### src/rtl/utp_hep_pkg.sv
package utp_hep_pkg;

  localparam int HDR_BYTES = 20;
  localparam int HDR_BITS  = HDR_BYTES * 8;

  localparam logic [1:0] KIND_EXT_START = 2'd0;
  localparam logic [1:0] KIND_EXT_BYTE  = 2'd1;
  localparam logic [1:0] KIND_SUMMARY   = 2'd2;

  localparam logic [1:0] STATUS_OK        = 2'd0;
  localparam logic [1:0] STATUS_SHORT     = 2'd1;
  localparam logic [1:0] STATUS_BAD_VER   = 2'd2;
  localparam logic [1:0] STATUS_TRUNCATED = 2'd3;

  localparam logic [3:0] VERSION_RESET = 4'd1;
  localparam logic [3:0] NIBBLE_MASK   = 4'hF;

  // one queue entry: what a single input byte produced
  typedef struct packed {
    logic                has_ext;
    logic                ext_is_byte;
    logic [7:0]          ext_type;
    logic [7:0]          ext_byte;
    logic                has_sum;
    logic [1:0]          status;
    logic [HDR_BITS-1:0] hdr;
  } utp_hep_entry_t;

  typedef struct packed {
    logic [1:0]  kind;
    logic [1:0]  status;
    logic [3:0]  packet_type;
    logic [7:0]  first_extension;
    logic [15:0] connection_id;
    logic [31:0] send_time;
    logic [31:0] time_difference;
    logic [31:0] window_size;
    logic [15:0] sequence_number;
    logic [15:0] acknowledge_number;
    logic [7:0]  ext_type;
    logic [7:0]  ext_byte;
  } utp_hep_result_t;

endpackage

### src/rtl/utp_hep_if.sv
interface utp_hep_in_if;
  logic       valid;
  logic       ready;
  logic [7:0] byte_value;
  logic       final_byte;

  modport source (output valid, output byte_value, output final_byte, input ready);
  modport sink   (input valid, input byte_value, input final_byte, output ready);
endinterface

interface utp_hep_out_if;
  logic        valid;
  logic        ready;
  logic [1:0]  kind;
  logic [1:0]  status;
  logic [3:0]  packet_type;
  logic [7:0]  first_extension;
  logic [15:0] connection_id;
  logic [31:0] send_time;
  logic [31:0] time_difference;
  logic [31:0] window_size;
  logic [15:0] sequence_number;
  logic [15:0] acknowledge_number;
  logic [7:0]  ext_type;
  logic [7:0]  ext_byte;

  modport source (
    output valid, output kind, output status, output packet_type, output first_extension,
    output connection_id, output send_time, output time_difference, output window_size,
    output sequence_number, output acknowledge_number, output ext_type, output ext_byte,
    input ready
  );
  modport sink (
    input valid, input kind, input status, input packet_type, input first_extension,
    input connection_id, input send_time, input time_difference, input window_size,
    input sequence_number, input acknowledge_number, input ext_type, input ext_byte,
    output ready
  );
endinterface

### src/rtl/utp_header_extension_parser_top.sv
// Each result is written into the queue and then registered in the output stage before it is sent.
// Throughput: one byte per cycle while the queue is not full; a final byte that also yields an extension result
//   gives two results, sent one after the other, and may stall the input.
// The output stage issues at most one result per cycle; the queue decouples parser and output.
// Reset: synchronous, active low; clears parser, queue and output stage,
//   and sets expected_version to 1.
module utp_header_extension_parser_top #(
  parameter int QUEUE_DEPTH = 2
) (
  input  logic         clk,
  input  logic         rst_n,
  utp_hep_in_if.sink   in_ch,
  utp_hep_out_if.source out_ch,
  input  logic         psel,
  input  logic         penable,
  input  logic         pwrite,
  input  logic [2:0]   paddr,
  input  logic [31:0]  pwdata,
  output logic [31:0]  prdata,
  output logic         pready
);
  import utp_hep_pkg::*;

  logic            ver_sel;
  logic [3:0]      ver_r;
  logic            accept;
  logic            push, pop, q_full, q_valid;
  utp_hep_entry_t  push_entry, head;
  utp_hep_result_t res;

  assign pready  = 1'b1;
  assign ver_sel = !paddr[2];
  assign prdata  = ver_sel ? {28'd0, ver_r} : 32'd0;

  always_ff @(posedge clk) begin
    if (!rst_n) begin
      ver_r <= VERSION_RESET;
    end else if (psel && penable && pwrite && ver_sel) begin
      ver_r <= pwdata[3:0] & NIBBLE_MASK;
    end
  end

  assign in_ch.ready = !q_full;
  assign accept      = in_ch.valid && !q_full;

  utp_hep_front u_front (
    .clk              (clk),
    .rst_n            (rst_n),
    .accept           (accept),
    .byte_value       (in_ch.byte_value),
    .final_byte       (in_ch.final_byte),
    .expected_version (ver_r),
    .push             (push),
    .push_entry       (push_entry)
  );

  utp_hep_queue #(.DEPTH(QUEUE_DEPTH)) u_queue (
    .clk        (clk),
    .rst_n      (rst_n),
    .push       (push),
    .push_entry (push_entry),
    .pop        (pop),
    .full       (q_full),
    .head_valid (q_valid),
    .head       (head)
  );

  utp_hep_back u_back (
    .clk        (clk),
    .rst_n      (rst_n),
    .head_valid (q_valid),
    .head       (head),
    .pop        (pop),
    .out_valid  (out_ch.valid),
    .out_ready  (out_ch.ready),
    .out_res    (res)
  );

  assign out_ch.kind               = res.kind;
  assign out_ch.status             = res.status;
  assign out_ch.packet_type        = res.packet_type;
  assign out_ch.first_extension    = res.first_extension;
  assign out_ch.connection_id      = res.connection_id;
  assign out_ch.send_time          = res.send_time;
  assign out_ch.time_difference    = res.time_difference;
  assign out_ch.window_size        = res.window_size;
  assign out_ch.sequence_number    = res.sequence_number;
  assign out_ch.acknowledge_number = res.acknowledge_number;
  assign out_ch.ext_type           = res.ext_type;
  assign out_ch.ext_byte           = res.ext_byte;

endmodule

### src/rtl/utp_hep_front.sv
module utp_hep_front (
  input  logic                       clk,
  input  logic                       rst_n,
  input  logic                       accept,
  input  logic [7:0]                 byte_value,
  input  logic                       final_byte,
  input  logic [3:0]                 expected_version,
  output logic                       push,
  output utp_hep_pkg::utp_hep_entry_t push_entry
);
  import utp_hep_pkg::*;

  typedef enum logic [1:0] {
    PH_TYPE    = 2'd0,
    PH_LEN     = 2'd1,
    PH_PAYLOAD = 2'd2,
    PH_DONE    = 2'd3
  } phase_t;

  localparam logic [4:0] POS_FULL = 5'(HDR_BYTES);
  localparam logic [4:0] POS_LAST = 5'(HDR_BYTES - 1);

  phase_t              phase_r, phase_nxt;
  logic [4:0]          pos_r, pos_nxt;
  logic [HDR_BITS-1:0] hdr_r, hdr_nxt;
  logic                vbad_r, vbad_nxt;
  logic [7:0]          cur_r, cur_nxt;
  logic [7:0]          fol_r, fol_nxt;
  logic [7:0]          left_r, left_nxt;
  logic                ext_v;
  logic                ext_is_byte;

  always_comb begin
    pos_nxt     = pos_r;
    hdr_nxt     = hdr_r;
    vbad_nxt    = vbad_r;
    phase_nxt   = phase_r;
    cur_nxt     = cur_r;
    fol_nxt     = fol_r;
    left_nxt    = left_r;
    ext_v       = 1'b0;
    ext_is_byte = 1'b0;

    if (pos_r != POS_FULL) begin
      if (pos_r == 5'd0) begin
        vbad_nxt = (byte_value[3:0] & NIBBLE_MASK) != expected_version;
      end
      hdr_nxt = {hdr_r[HDR_BITS-9:0], byte_value};
      pos_nxt = pos_r + 5'd1;
      if (pos_r == POS_LAST) begin
        // header byte 1 holds the first extension type
        cur_nxt   = hdr_nxt[HDR_BITS-9 -: 8];
        phase_nxt = (vbad_r || cur_nxt == 8'd0) ? PH_DONE : PH_TYPE;
      end
    end else begin
      unique case (phase_r)
        PH_TYPE: begin
          fol_nxt   = byte_value;
          phase_nxt = PH_LEN;
        end
        PH_LEN: begin
          ext_v    = 1'b1;
          left_nxt = byte_value;
          if (byte_value == 8'd0) begin
            cur_nxt   = fol_r;
            phase_nxt = (fol_r == 8'd0) ? PH_DONE : PH_TYPE;
          end else begin
            phase_nxt = PH_PAYLOAD;
          end
        end
        PH_PAYLOAD: begin
          ext_v       = 1'b1;
          ext_is_byte = 1'b1;
          left_nxt    = left_r - 8'd1;
          if (left_nxt == 8'd0) begin
            cur_nxt   = fol_r;
            phase_nxt = (fol_r == 8'd0) ? PH_DONE : PH_TYPE;
          end
        end
        PH_DONE: begin
        end
      endcase
    end

    push_entry.has_ext     = ext_v;
    push_entry.ext_is_byte = ext_is_byte;
    push_entry.ext_type    = cur_r;
    push_entry.ext_byte    = byte_value;
    push_entry.has_sum     = final_byte;
    push_entry.hdr         = hdr_nxt;
    if (pos_nxt != POS_FULL) begin
      push_entry.status = STATUS_SHORT;
      push_entry.hdr    = '0;
    end else if (vbad_nxt) begin
      push_entry.status = STATUS_BAD_VER;
    end else if (phase_nxt != PH_DONE) begin
      push_entry.status = STATUS_TRUNCATED;
    end else begin
      push_entry.status = STATUS_OK;
    end

    push = accept && (ext_v || final_byte);
  end

  always_ff @(posedge clk) begin
    if (!rst_n) begin
      phase_r <= PH_TYPE;
      pos_r   <= '0;
      hdr_r   <= '0;
      vbad_r  <= 1'b0;
      cur_r   <= '0;
      fol_r   <= '0;
      left_r  <= '0;
    end else if (accept) begin
      if (final_byte) begin
        phase_r <= PH_TYPE;
        pos_r   <= '0;
        hdr_r   <= '0;
        vbad_r  <= 1'b0;
        cur_r   <= '0;
        fol_r   <= '0;
        left_r  <= '0;
      end else begin
        phase_r <= phase_nxt;
        pos_r   <= pos_nxt;
        hdr_r   <= hdr_nxt;
        vbad_r  <= vbad_nxt;
        cur_r   <= cur_nxt;
        fol_r   <= fol_nxt;
        left_r  <= left_nxt;
      end
    end
  end

  a_pos_bounded: assert property (@(posedge clk) disable iff (!rst_n)
    pos_r <= POS_FULL)
    else $error("header position past header length");

  a_final_clears: assert property (@(posedge clk) disable iff (!rst_n)
    accept && final_byte |=> pos_r == 5'd0 && phase_r == PH_TYPE)
    else $error("packet state not cleared after final byte");

  a_chain_after_header: assert property (@(posedge clk) disable iff (!rst_n)
    ext_v |-> pos_r == POS_FULL && !vbad_r)
    else $error("extension reported outside a valid chain walk");

endmodule

### src/rtl/utp_hep_queue.sv
module utp_hep_queue #(
  parameter int DEPTH = 2
) (
  input  logic                        clk,
  input  logic                        rst_n,
  input  logic                        push,
  input  utp_hep_pkg::utp_hep_entry_t push_entry,
  input  logic                        pop,
  output logic                        full,
  output logic                        head_valid,
  output utp_hep_pkg::utp_hep_entry_t head
);
  import utp_hep_pkg::*;

  localparam int PW = (DEPTH > 1) ? $clog2(DEPTH) : 1;
  localparam int CW = $clog2(DEPTH + 1);

  utp_hep_entry_t mem_r [DEPTH];
  logic [PW-1:0]  wr_ptr_r, rd_ptr_r;
  logic [CW-1:0]  count_r;

  assign full       = count_r == CW'(DEPTH);
  assign head_valid = count_r != '0;
  assign head       = mem_r[rd_ptr_r];

  function automatic logic [PW-1:0] wrap_inc(input logic [PW-1:0] p);
    return (p == PW'(DEPTH - 1)) ? '0 : p + PW'(1);
  endfunction

  always_ff @(posedge clk) begin
    if (!rst_n) begin
      wr_ptr_r <= '0;
      rd_ptr_r <= '0;
      count_r  <= '0;
    end else begin
      if (push) wr_ptr_r <= wrap_inc(wr_ptr_r);
      if (pop)  rd_ptr_r <= wrap_inc(rd_ptr_r);
      if (push && !pop)      count_r <= count_r + CW'(1);
      else if (pop && !push) count_r <= count_r - CW'(1);
    end
  end

  always_ff @(posedge clk) begin
    if (push) mem_r[wr_ptr_r] <= push_entry;
  end

  a_no_overflow: assert property (@(posedge clk) disable iff (!rst_n)
    push |-> !full || pop)
    else $error("push into a full queue");

  a_no_underflow: assert property (@(posedge clk) disable iff (!rst_n)
    pop |-> head_valid)
    else $error("pop from an empty queue");

endmodule

### src/rtl/utp_hep_back.sv
module utp_hep_back (
  input  logic                         clk,
  input  logic                         rst_n,
  input  logic                         head_valid,
  input  utp_hep_pkg::utp_hep_entry_t  head,
  output logic                         pop,
  output logic                         out_valid,
  input  logic                         out_ready,
  output utp_hep_pkg::utp_hep_result_t out_res
);
  import utp_hep_pkg::*;

  logic            out_valid_r;
  utp_hep_result_t out_r, res_nxt;
  logic            sent_ext_r, sent_ext_nxt;
  logic            load;
  logic            emit_ext;

  assign load     = head_valid && (!out_valid_r || out_ready);
  assign emit_ext = head.has_ext && !sent_ext_r;

  always_comb begin
    res_nxt      = '0;
    pop          = 1'b0;
    sent_ext_nxt = sent_ext_r;
    if (emit_ext) begin
      res_nxt.kind     = head.ext_is_byte ? KIND_EXT_BYTE : KIND_EXT_START;
      res_nxt.ext_type = head.ext_type;
      res_nxt.ext_byte = head.ext_byte;
    end else begin
      res_nxt.kind               = KIND_SUMMARY;
      res_nxt.status             = head.status;
      res_nxt.packet_type        = head.hdr[159:156];
      res_nxt.first_extension    = head.hdr[151:144];
      res_nxt.connection_id      = head.hdr[143:128];
      res_nxt.send_time          = head.hdr[127:96];
      res_nxt.time_difference    = head.hdr[95:64];
      res_nxt.window_size        = head.hdr[63:32];
      res_nxt.sequence_number    = head.hdr[31:16];
      res_nxt.acknowledge_number = head.hdr[15:0];
    end
    if (load) begin
      if (emit_ext && head.has_sum) begin
        sent_ext_nxt = 1'b1;
      end else begin
        pop          = 1'b1;
        sent_ext_nxt = 1'b0;
      end
    end
  end

  always_ff @(posedge clk) begin
    if (!rst_n) begin
      out_valid_r <= 1'b0;
      sent_ext_r  <= 1'b0;
    end else begin
      sent_ext_r <= sent_ext_nxt;
      if (load)           out_valid_r <= 1'b1;
      else if (out_ready) out_valid_r <= 1'b0;
    end
  end

  always_ff @(posedge clk) begin
    if (load) out_r <= res_nxt;
  end

  assign out_valid = out_valid_r;
  assign out_res   = out_r;

  a_split_entry: assert property (@(posedge clk) disable iff (!rst_n)
    sent_ext_r |-> head_valid && head.has_ext && head.has_sum)
    else $error("summary pending without its entry at the queue head");

endmodule
### src/flat_wrapper.sv
// flat-port wrapper written by rule: the top's interface ports become plain ports
module utp_header_extension_parser_top_flat import utp_hep_pkg::*;
#(
  parameter int QUEUE_DEPTH = 2
)
  (clk, rst_n, psel, penable, pwrite, paddr, pwdata, prdata, pready, in_ch_valid, in_ch_byte_value, in_ch_final_byte, in_ch_ready, out_ch_valid, out_ch_kind, out_ch_status, out_ch_packet_type, out_ch_first_extension, out_ch_connection_id, out_ch_send_time, out_ch_time_difference, out_ch_window_size, out_ch_sequence_number, out_ch_acknowledge_number, out_ch_ext_type, out_ch_ext_byte, out_ch_ready);
  utp_hep_in_if in_ch_i ();
  utp_hep_out_if out_ch_i ();
  input  logic clk;
  input  logic rst_n;
  input  logic psel;
  input  logic penable;
  input  logic pwrite;
  input  logic [2:0] paddr;
  input  logic [31:0] pwdata;
  output logic [31:0] prdata;
  output logic pready;
  input wire logic [$bits(in_ch_i.valid)-1:0] in_ch_valid;
  input wire logic [$bits(in_ch_i.byte_value)-1:0] in_ch_byte_value;
  input wire logic [$bits(in_ch_i.final_byte)-1:0] in_ch_final_byte;
  output wire logic [$bits(in_ch_i.ready)-1:0] in_ch_ready;
  output wire logic [$bits(out_ch_i.valid)-1:0] out_ch_valid;
  output wire logic [$bits(out_ch_i.kind)-1:0] out_ch_kind;
  output wire logic [$bits(out_ch_i.status)-1:0] out_ch_status;
  output wire logic [$bits(out_ch_i.packet_type)-1:0] out_ch_packet_type;
  output wire logic [$bits(out_ch_i.first_extension)-1:0] out_ch_first_extension;
  output wire logic [$bits(out_ch_i.connection_id)-1:0] out_ch_connection_id;
  output wire logic [$bits(out_ch_i.send_time)-1:0] out_ch_send_time;
  output wire logic [$bits(out_ch_i.time_difference)-1:0] out_ch_time_difference;
  output wire logic [$bits(out_ch_i.window_size)-1:0] out_ch_window_size;
  output wire logic [$bits(out_ch_i.sequence_number)-1:0] out_ch_sequence_number;
  output wire logic [$bits(out_ch_i.acknowledge_number)-1:0] out_ch_acknowledge_number;
  output wire logic [$bits(out_ch_i.ext_type)-1:0] out_ch_ext_type;
  output wire logic [$bits(out_ch_i.ext_byte)-1:0] out_ch_ext_byte;
  input wire logic [$bits(out_ch_i.ready)-1:0] out_ch_ready;
  assign in_ch_i.valid = in_ch_valid;
  assign in_ch_i.byte_value = in_ch_byte_value;
  assign in_ch_i.final_byte = in_ch_final_byte;
  assign in_ch_ready = in_ch_i.ready;
  assign out_ch_valid = out_ch_i.valid;
  assign out_ch_kind = out_ch_i.kind;
  assign out_ch_status = out_ch_i.status;
  assign out_ch_packet_type = out_ch_i.packet_type;
  assign out_ch_first_extension = out_ch_i.first_extension;
  assign out_ch_connection_id = out_ch_i.connection_id;
  assign out_ch_send_time = out_ch_i.send_time;
  assign out_ch_time_difference = out_ch_i.time_difference;
  assign out_ch_window_size = out_ch_i.window_size;
  assign out_ch_sequence_number = out_ch_i.sequence_number;
  assign out_ch_acknowledge_number = out_ch_i.acknowledge_number;
  assign out_ch_ext_type = out_ch_i.ext_type;
  assign out_ch_ext_byte = out_ch_i.ext_byte;
  assign out_ch_i.ready = out_ch_ready;
  utp_header_extension_parser_top #(.QUEUE_DEPTH(QUEUE_DEPTH)) u_core (.clk(clk), .rst_n(rst_n), .in_ch(in_ch_i), .out_ch(out_ch_i), .psel(psel), .penable(penable), .pwrite(pwrite), .paddr(paddr), .pwdata(pwdata), .prdata(prdata), .pready(pready));
endmodule
### config.mk
export PLATFORM = sky130hd
export DESIGN_NAME = utp_header_extension_parser_top_flat
export DESIGN_NICKNAME = d
export VERILOG_FILES = /design/src/rtl/utp_hep_pkg.sv /design/src/rtl/utp_hep_if.sv /design/src/rtl/utp_header_extension_parser_top.sv /design/src/rtl/utp_hep_front.sv /design/src/rtl/utp_hep_queue.sv /design/src/rtl/utp_hep_back.sv /design/src/flat_wrapper.sv
export SDC_FILE = /design/constraint.sdc
export NUM_CORES = 1
export LEC_CHECK = 0
export BUFFER_PORTS_ARGS = -buffer_cell sky130_fd_sc_hd__buf_2
export CAP_MARGIN = 30
export CORE_ASPECT_RATIO = 0.9
export CORE_MARGIN = 2
export CORE_UTILIZATION = 59
export DETAILED_ROUTE_END_ITERATION = 8
export PLACE_DENSITY = 0.88
export SLEW_MARGIN = 5
export SYNTH_ARGS = -nofsm -noshare
export SYNTH_HDL_FRONTEND = slang
export SYNTH_SLANG_ARGS = --single-unit
### constraint.sdc
create_clock -name clk -period 17.1 [get_ports clk]
set_clock_uncertainty 0.15 [all_clocks]
set_input_delay 1.71 -clock clk [delete_from_list [all_inputs] [get_ports clk]]
set_output_delay 1.71 -clock clk [all_outputs]
set_load 0.01 [all_outputs]
## Word-level counts from Yosys, hierarchy flattened

Memory sizes are Yosys's and may differ from the RTL's. A register that Yosys moved wholly into a read port is not among the register bits.
Cells that the tools add are included.
Widths: inputs -> output; s select.

- Reduce and logical (&&, ||, !) cells: 35
- Mux-type cells: 50
- Equal/unequal tests: 12
- $add $sub $neg: 6

Operators with widths:

| kind | number |
|---|---|
| $mux 160 | 3 |
| $mux 8 | 10 |
| $logic_not 8->1 | 4 |
| $pmux 8 s2 | 2 |
| $mux 2 | 12 |
| $mux 1 | 19 |
| $logic_and 1x1->1 | 10 |
| $mux 5 | 2 |
| $ne 5x5->1 const B | 2 |
| $ne 4x4->1 const B | 2 |
| $reduce_bool 2->1 | 4 |
| $sub 8x1->8 const B | 1 |
| $logic_not 1->1 | 6 |
| $pmux 2 s3 | 1 |
| $reduce_and 3->1 | 2 |
| $add 5x1->5 const B | 1 |
| $eq 5x5->1 const B | 1 |
| $logic_not 5->1 | 1 |
| $reduce_and 5->1 | 1 |
| $eq 2x2->1 const B | 2 |
| $mux 4 | 1 |
| $ne 2x2->1 const B | 2 |
| $ne 4x4->1 | 1 |
| $reduce_bool 4->1 | 1 |
| other kinds (9) | 12 |

- RAM bits: 362
- Output and inout bits: 211
- Bits in registers: 378
- Logic and storage cells: 129
- Bits of input ports: 51
- Memories kept: 1

Memory list:

| memory | words | width | rd ports | clocked after memory_dff | wr ports | line | RTL |
|---|---|---|---|---|---|---|---|
| u_core.u_queue.mem_r | 2 | 181 | 1 | 1 | 1 | utp_hep_queue.sv:18 | `utp_hep_entry_t mem_r [DEPTH];` |

## Logic depth before layout (Yosys ltp)

Gate-level depths: netlist of the first run.

- Depth in word-level cells: 10
- Mapped depth: 12
- Gate-level depth less buffers: 11

## Hierarchy

Synthesis of the first run repeated with hierarchy kept, for this count alone.

- Cells, all modules: 2,383
- Area, all modules: 30,344.1 µm²

Modules (own cells, without submodules):

| module | instances | area each (µm²) | cells each | seq. area each (µm²) |
|---|---|---|---|---|
| utp_hep_queue | 1 | 13,634.3 | 585 | 10,970.5 |
| utp_hep_front | 1 | 9,614.2 | 1,361 | 3,843.7 |
| utp_hep_back | 1 | 6,651.4 | 382 | 5,325.1 |
| utp_header_extension_parser_top | 1 | 444.2 | 55 | 80.1 |

## Least setup slack after synthesis of the first run

Ideal clock, no wire load.

- Kind: input -> register
- Start: in in_ch_valid
- End: reg u_core.u_queue.wr_ptr_r
- Slack: 1.849 ns
- Setup time: 0.113 ns
- Data required time: 16.837 ns
- Stages: 4
- Buffers on the path: 1
- Arrival: 14.988 ns
- Cells stage by stage: nand2_1 clkbuf_1 nor3_1 o21a_1

- Cells in the longest elaborated chain, start to end: 2

RTL lines:

| item | line | RTL |
|---|---|---|
| from (decl) | flat_wrapper.sv:18 | `input wire logic [$bits(in_ch_i.valid)-1:0] in_ch_valid;` |
| $logic_and 1x1->1 | utp_header_extension_parser_top.sv:44 | `assign accept = in_ch.valid && !q_full;` |
| $logic_and 1x1->1 | utp_hep_front.sv:102 | `push = accept && (ext_v \|\| final_byte);` |
| to (signal assigned) | utp_hep_queue.sv:36 | `if (push) wr_ptr_r <= wrap_inc(wr_ptr_r);` |
| to (decl) | utp_hep_queue.sv:19 | `logic [PW-1:0] wr_ptr_r, rd_ptr_r;` |

Every way passes these cells.
A chain may end at the register's enable or synchronous reset.

==> run_results.csv, run 1 <==
group,metric,value,unit
logic_synthesis,synth.area.top_cells,"edfxtp_1, dfxtp_1, mux2i_1, nand2_1, a22oi_1",
logic_synthesis,synth_top_family_by_area,"simple AND/OR/NAND/NOR gates",
floorplan,initial_core_util,59.9,%
logic_synthesis,synthTopCellsByCount,"edfxtp_1, nand2_1, nor2_1, dfxtp_1, mux2i_1",
critical_path,cp_max_fo,55,
grt,antenna_found_initial,1,
sta,period_share,25.0,%
sta,fmax,234,MHz
detailed_routing,routed.top_layer,"met4",
power,seqPwrFrac,48.9,%
critical_path,cp.arrival,4640,ps
logic_synthesis,synthArstFlopShare,0,%
logic_synthesis,synth_adder_area_share,0.381,%
sta,relSlewSlack,14.5,%
hold_path,hp-start,"u_core.u_front.cur_r[0]",
floorplan,io_pins,262,
critical_path,critPathTopFamily,"buffers and inverters",
detailed_routing,met3_length,4270,microns
critical_path,crit_path_max_incr_delay,850,ps
clocking,clock-sinks,729,
logic_synthesis,synth_most_common_cell,"edfxtp_1",
floorplan,core,0.0493,sq mm
clocking,cts_resized,0,
hold_path,worstHoldEndpoint,"u_core.u_queue.mem_r[0][171]",
hold_path,hold_path.class,"flip-flop to flip-flop",
critical_path,endpoint_kind,"flip-flop",
placed_design,io_buffers,202,
logic_synthesis,netlist_area,0.0295,sq mm
sta,fin_setup_tns,0,ps
detailed_routing,wl_met1,27100,microns
sta,tightest_slew,1280,ps
detailed_routing,met2_length,31100,microns
detailed_routing,antenna_left,0,
placed_design,place_ws,12630,ps
floorplan,dieHeight,216,microns
power,clockPowerShare,32.0,%
power,power.density,143,mW/mm^2
placed_design,place_congestion,0.828,
placed_design,place_hpwl,36100,microns
grt,grt_overflow_total,0,
power,total_power,4750,uW
layout,insertedDiodeCount,0,
logic_synthesis,synth-seq-cells,729,
power,power_frac_comb,19.1,%
detailed_routing,finalWirelength,64100,microns
critical_path,r2r_cells,8,
logic_synthesis,synth.largest_area_cell,"edfxtp_1",
power,swShare,28.4,%
outcome,status,"completed",
sta,fin_crit,4280,ps
clocking,cts_tree,"done",
power,ir_drop,0.188,mV
detailed_routing,dr.first_iter.drc_count,2225,
floorplan,dieArea,0.0519,sq mm
grt,grt_max_degree,178,
power,p_switching,1350,uW
power,power_leakage,0.0108,uW
sta,worst_slack,12820,ps
critical_path,worst-path-buf-inv,2,
logic_synthesis,synth-main-ff-cell,"edfxtp_1",
floorplan,rows,77,
critical_path,cp_cell_sequence,"mux2i_1, nor2_4, buf_4, clkinv_1, o21ai_1, ha_1, or3_1, a21boi_0",
logic_synthesis,synth_cells,2311,
sta,rsz0062_at_grt,"no",
grt,gr-usage-all-layers,24.5,%
detailed_routing,drt-wirelength-per-cell,20.2,microns
layout,area_growth,12.3,%
sta,setup_viol,0,
detailed_routing,via_per_inst,5.85,
grt,grt_pass1_vias,18127,
logic_synthesis,yosysUniqueCellTypes,54,
logic_synthesis,synth-compound-area-share,10.3,%
layout,num-nets-final,2507,
detailed_routing,via_count,18582,
clocking,clock_path_buffers,3,
clocking,postCtsHoldBufs,0,
clocking,cts_root_buffer,"clkbuf_16",
clocking,cts_setup_buffers,0,
critical_path,cp_slowest_cell,"dfxtp_4",
clocking,cts-htree-levels,3,
clocking,clkTransAtPathRegs,60,ps
detailed_routing,dr.pass1.iters,6,
critical_path,r2r-end,"u_core.u_queue.count_r[1]",
critical_path,critPathLaunchType,"flip-flop",
logic_synthesis,ys.warnings.count,0,
critical_path,r2r_setup_slack,12820,ps
sta,slew_viol_final,0,
clocking,cts-buffers-inserted,70,
hold_path,min_path_cells,0,
logic_synthesis,synth-xor-area-share,0.296,%
logic_synthesis,synth_edf_count,530,
logic_synthesis,yosysSeqAreaShare,67.3,%
sta,finalHoldViolCount,0,
logic_synthesis,post_synth.cell_area_avg,12.8,sq um
clocking,clock_latency,610,ps
flow_run,maxCapViolations,0,
logic_synthesis,synth.area.mux_share,6.30,%
floorplan,die_x,240,microns
power,p_int,3400,uW
logic_synthesis,synth_top_area_share,53.9,%
layout,drive_above_1_share,19.1,%
grt,grt_pass1_wl,99800,microns
critical_path,required,17460,ps
critical_path,crit_type,"flip-flop to flip-flop",
detailed_routing,drc,0,
logic_synthesis,synthSimpleGateAreaFrac,12.0,%
through the flow:
stage	utilization [%]	cell area [sq um]	instances	hold slack, ps
floorplan	-	29600	2338	275
global placement	62.4	30800	3041	282
detailed placement	62.6	30900	3044	294
CTS	67.2	33100	3173	317
global route	67.3	33200	3175	326
finish	67.3	33200	3175	317
worst max path at each step:
stage | from | to | depth (start not counted)
2_1_floorplan | in_ch_valid | u_core.u_queue.wr_ptr_r | 4
3_3_place_gp | in_ch_valid | u_core.u_front.hdr_r[95] | 8
3_5_place_dp | in_ch_valid | u_core.u_front.hdr_r[103] | 8
4_1_cts | flip-flop | u_core.u_queue.count_r[1] | 8
5_1_grt | flip-flop | u_core.u_queue.count_r[1] | 8
6_report | flip-flop | u_core.u_queue.count_r[1] | 8
layout by cell type, fill, tap and decap left out, types with 6 or more instances in the layout:
cell       count
nand2_1      328
and2_1        12
a21boi_0      21
o21ai_0       26
a21oi_2      130
buf_2        201
edfxtp_1     530
nor2_1       199
nor2b_1      173
conb_1        29
mux2i_1      186
dfxtp_1      198
xnor2_1        7
a31oi_1        6
clkbuf_16     73
a22oi_1      157
buf_4         15
clkinv_1      10
o31ai_1       10
a21oi_1       34
clkinv_2      14
ha_1           9
nor3_1         6
nand3b_1       8
inv_1          8
nand3_1       13
clkbuf_8       9
clkbuf_1      11
buf_12         6
nor4_1         7
kinds of logic (layout without fill, tap and decap cells):
family                   after synthesis  after routing
AO/OA/AOI/OAI                        404            404
multiplexers                         186            186
flip-flops                           729            729
buffers and inverters                197            363
other                                  2             29
XOR/XNOR                              10             10
adder cells (fa/ha/maj)                9              9
AND/OR/NAND/NOR                      774            774
power groups by stage:
| stage | sequential [uW] | clock (uW) | combinational, uW |
|---|---|---|---|
| after floorplan | 2500 | 0 | 481 |
| after global placement | 2350 | 0 | 877 |
| after detailed placement | 2360 | 0 | 907 |
| after CTS | 2320 | 1530 | 911 |
| after global routing | 2340 | 1600 | 976 |
| final | 2320 | 1520 | 905 |
state kept, by name (all words and copies together) (netlist names), 4 cells and up, named ones only:
name	flops
u_core.u_front.fol_r	8
u_core.u_front.pos_r	5
u_core.u_queue.mem_r	354
u_core.u_front.left_r	8
u_core.ver_r	4
u_core.u_front.hdr_r	156
u_core.u_back.out_res	176
u_core.u_front.cur_r	8
cell type report:
class	count	area, sq um
flip-flops and latches	729	19900
fillers	3327	16100
multi-input cells	1412	8810
clock buffers	93	1990
repair buffers	225	1320
well taps	671	840
clock inverters	36	284
inverters	9	33.8
per-layer routing:
metal / GRT usage [%] / up-vias
li1: - / 8508
met1: 34.6 / 9143
met2: 39.4 / 819
met3: 3.46 / 112
met4: 8.59 / 0
met5: 0 / -
No activity file was read; power rests on OpenSTA's default activity.
==> run 2: changes to the inputs <==
--- a/config.mk
+++ b/config.mk
@@ -9,9 +9,9 @@
 export CAP_MARGIN = 30
 export CORE_ASPECT_RATIO = 0.9
 export CORE_MARGIN = 2
-export CORE_UTILIZATION = 59
+export CORE_UTILIZATION = 54
 export DETAILED_ROUTE_END_ITERATION = 8
-export PLACE_DENSITY = 0.88
+export PLACE_DENSITY = 0.85
 export SLEW_MARGIN = 5
 export SYNTH_ARGS = -nofsm -noshare
 export SYNTH_HDL_FRONTEND = slang
==> constraint.sdc (replaced) <==
create_clock -name clk -period 3.5 [get_ports clk]
set_clock_uncertainty 0.15 [all_clocks]
set_input_delay 0.35 -clock clk [delete_from_list [all_inputs] [get_ports clk]]
set_output_delay 0.35 -clock clk [all_outputs]
set_load 0.01 [all_outputs]
==> run_results.csv, run 2 (synthesized netlist as in run 1, its figures left out) <==
group,metric,value,unit
outcome,status,"completed",
hold_path,hold_path.class,"input pin to flip-flop",
grt,grt_overflow_total,0,
floorplan,initial_core_util,54.5,%
critical_path,cp.arrival,3150,ps
placed_design,place_congestion,0.832,
layout,final_cells,3236,
grt,gr-usage-all-layers,22.5,%
layout,area_growth,13.5,%
sta,fin_crit,2960,ps
layout,drive_above_1_share,19.5,%
detailed_routing,dr.first_iter.drc_count,1940,
floorplan,core,0.0542,sq mm
clocking,cts-buffers-inserted,71,
detailed_routing,dr.pass1.iters,6,
critical_path,crit_path_max_incr_delay,630,ps
floorplan,dieArea,0.0566,sq mm
critical_path,endpoint_kind,"flip-flop",
clocking,cts-htree-levels,3,
clocking,cts_root_buffer,"clkbuf_16",
layout,final_common_cell,"edfxtp_1",
layout,seq_area,0.0199,sq mm
power,power.density,691,mW/mm^2
floorplan,die_x,251,microns
sta,period_share,84.6,%
clocking,cts_tree,"done",
sta,hold_ws,41.6,ps
grt,grt_max_degree,178,
sta,relSlewSlack,34.0,%
layout,largest_reg_flops,354,
layout,num-nets-final,2532,
floorplan,io_pins,262,
grt,grt_pass1_wl,99600,microns
detailed_routing,via_count,18668,
critical_path,required,3680,ps
placed_design,dp_cells,3090,
grt,grt_pass1_vias,17779,
layout,top_register,"u_core.u_queue.mem_r",
critical_path,crit_type,"flip-flop to flip-flop",
critical_path,worst-path-buf-inv,1,
sta,rsz0062_at_grt,"no",
critical_path,critPathLaunchType,"flip-flop",
clocking,clock_latency,610,ps
sta,finalHoldViolCount,0,
detailed_routing,antenna_left,0,
critical_path,cp_slowest_cell,"and4b_4",
critical_path,cp_cell_sequence,"and4b_4, nor3_2, a22oi_1, or3_4, buf_4, a21oi_1",
layout,insertedDiodeCount,0,
layout,multi_input_area,0.00885,sq mm
critical_path,r2r_setup_slack,540,ps
layout,design_area,0.0335,sq mm
layout,most-common-layout-cells,"edfxtp_1, nand2_1, buf_2",
placed_design,io_buffers,202,
sta,fmax,338,MHz
detailed_routing,finalWirelength,64500,microns
clocking,clock-sinks,729,
placed_design,place_hpwl,37400,microns
hold_path,hp-start,"rst_n",
placed_design,dpl-instance-area,0.0311,sq mm
floorplan,dieHeight,226,microns
critical_path,cp_max_fo,34,
clocking,clkTransAtPathRegs,60,ps
layout,fill_cells,3883,
critical_path,r2r_start,"u_core.u_front.pos_r[2]",
sta,setup_viol,0,
flow_run,maxCapViolations,0,
detailed_routing,via_per_inst,5.77,
clocking,clock_path_buffers,3,
grt,antenna_found_initial,1,
floorplan,rows,81,
power,power_leakage,0.0109,uW
detailed_routing,drt-wirelength-per-cell,19.9,microns
clocking,cts_resized,0,
power,ir_drop,0.976,mV
sta,tightest_slew,990,ps
critical_path,crit_start,"u_core.u_front.pos_r[2]",
critical_path,critPathTopFamily,"simple AND/OR/NAND/NOR gates",
sta,slew_viol_final,0,
detailed_routing,drc,0,
layout,final_core_util,61.9,%
## run 2: path summary, 6_finish.rpt
kind,end,depth (start not counted)
max reg2reg,u_core.u_queue.mem_r[1][12],6
min reg2reg,u_core.u_queue.mem_r[0][171],0
min,u_core.u_back.out_valid,2
max,u_core.u_queue.mem_r[1][12],6
## run 2: area by class of cell
cell class | instances | area share (%)
Multi-Input combinational cell | 1412 | 26.4
Timing Repair Buffer | 249 | 4.76
Tap cell | 705 | 2.63
Inverter | 9 | 0.108
Clock buffer | 108 | 6.16
Clock inverter | 24 | 0.586
Sequential cell | 729 | 59.4
## run 2: metrics by stage
stage,setup TNS [ps],setup slack (ps),power (uW)
floorplan,-443130,-2350,14300
finish,0,538,23200
global route,0,430,24100
detailed placement,0,631,16000
global placement,0,668,15900
CTS,0,583,23400
## run 2: worst register-to-register path: cells and delay by family (launching register included)
kind | cells | cell delay (ps)
AO/OA/AOI/OAI | 2 | 330
flip-flops | 1 | 560
buffers and inverters | 1 | 380
AND/OR/NAND/NOR | 3 | 1270
## run 2: report_power, final
| part | switching, uW | leakage (uW) | internal, uW |
|---|---|---|---|
| registers | 355 | 0.00673 | 10900 |
| clock network | 3160 | 0.00111 | 4190 |
| logic | 3100 | 0.00308 | 1480 |
## run 2: timing repair
item | in CTS | in global routing
setup endpoints to repair | 0 | 0
hold endpoints to repair | 26 | 0
buffers inserted | 0 | 0
hold buffers | 14 | 0
## run 2: layer usage
metal	share of wire [%]	up-vias	global-route usage [%]	wire length [microns]
met5	0.011	-	0	7
met4	2.9	2	8.15	1870
met3	6.7	139	3.55	4330
met2	49	822	36.9	31300
met1	42	9141	30.5	27000
li1	-	8564	-	-
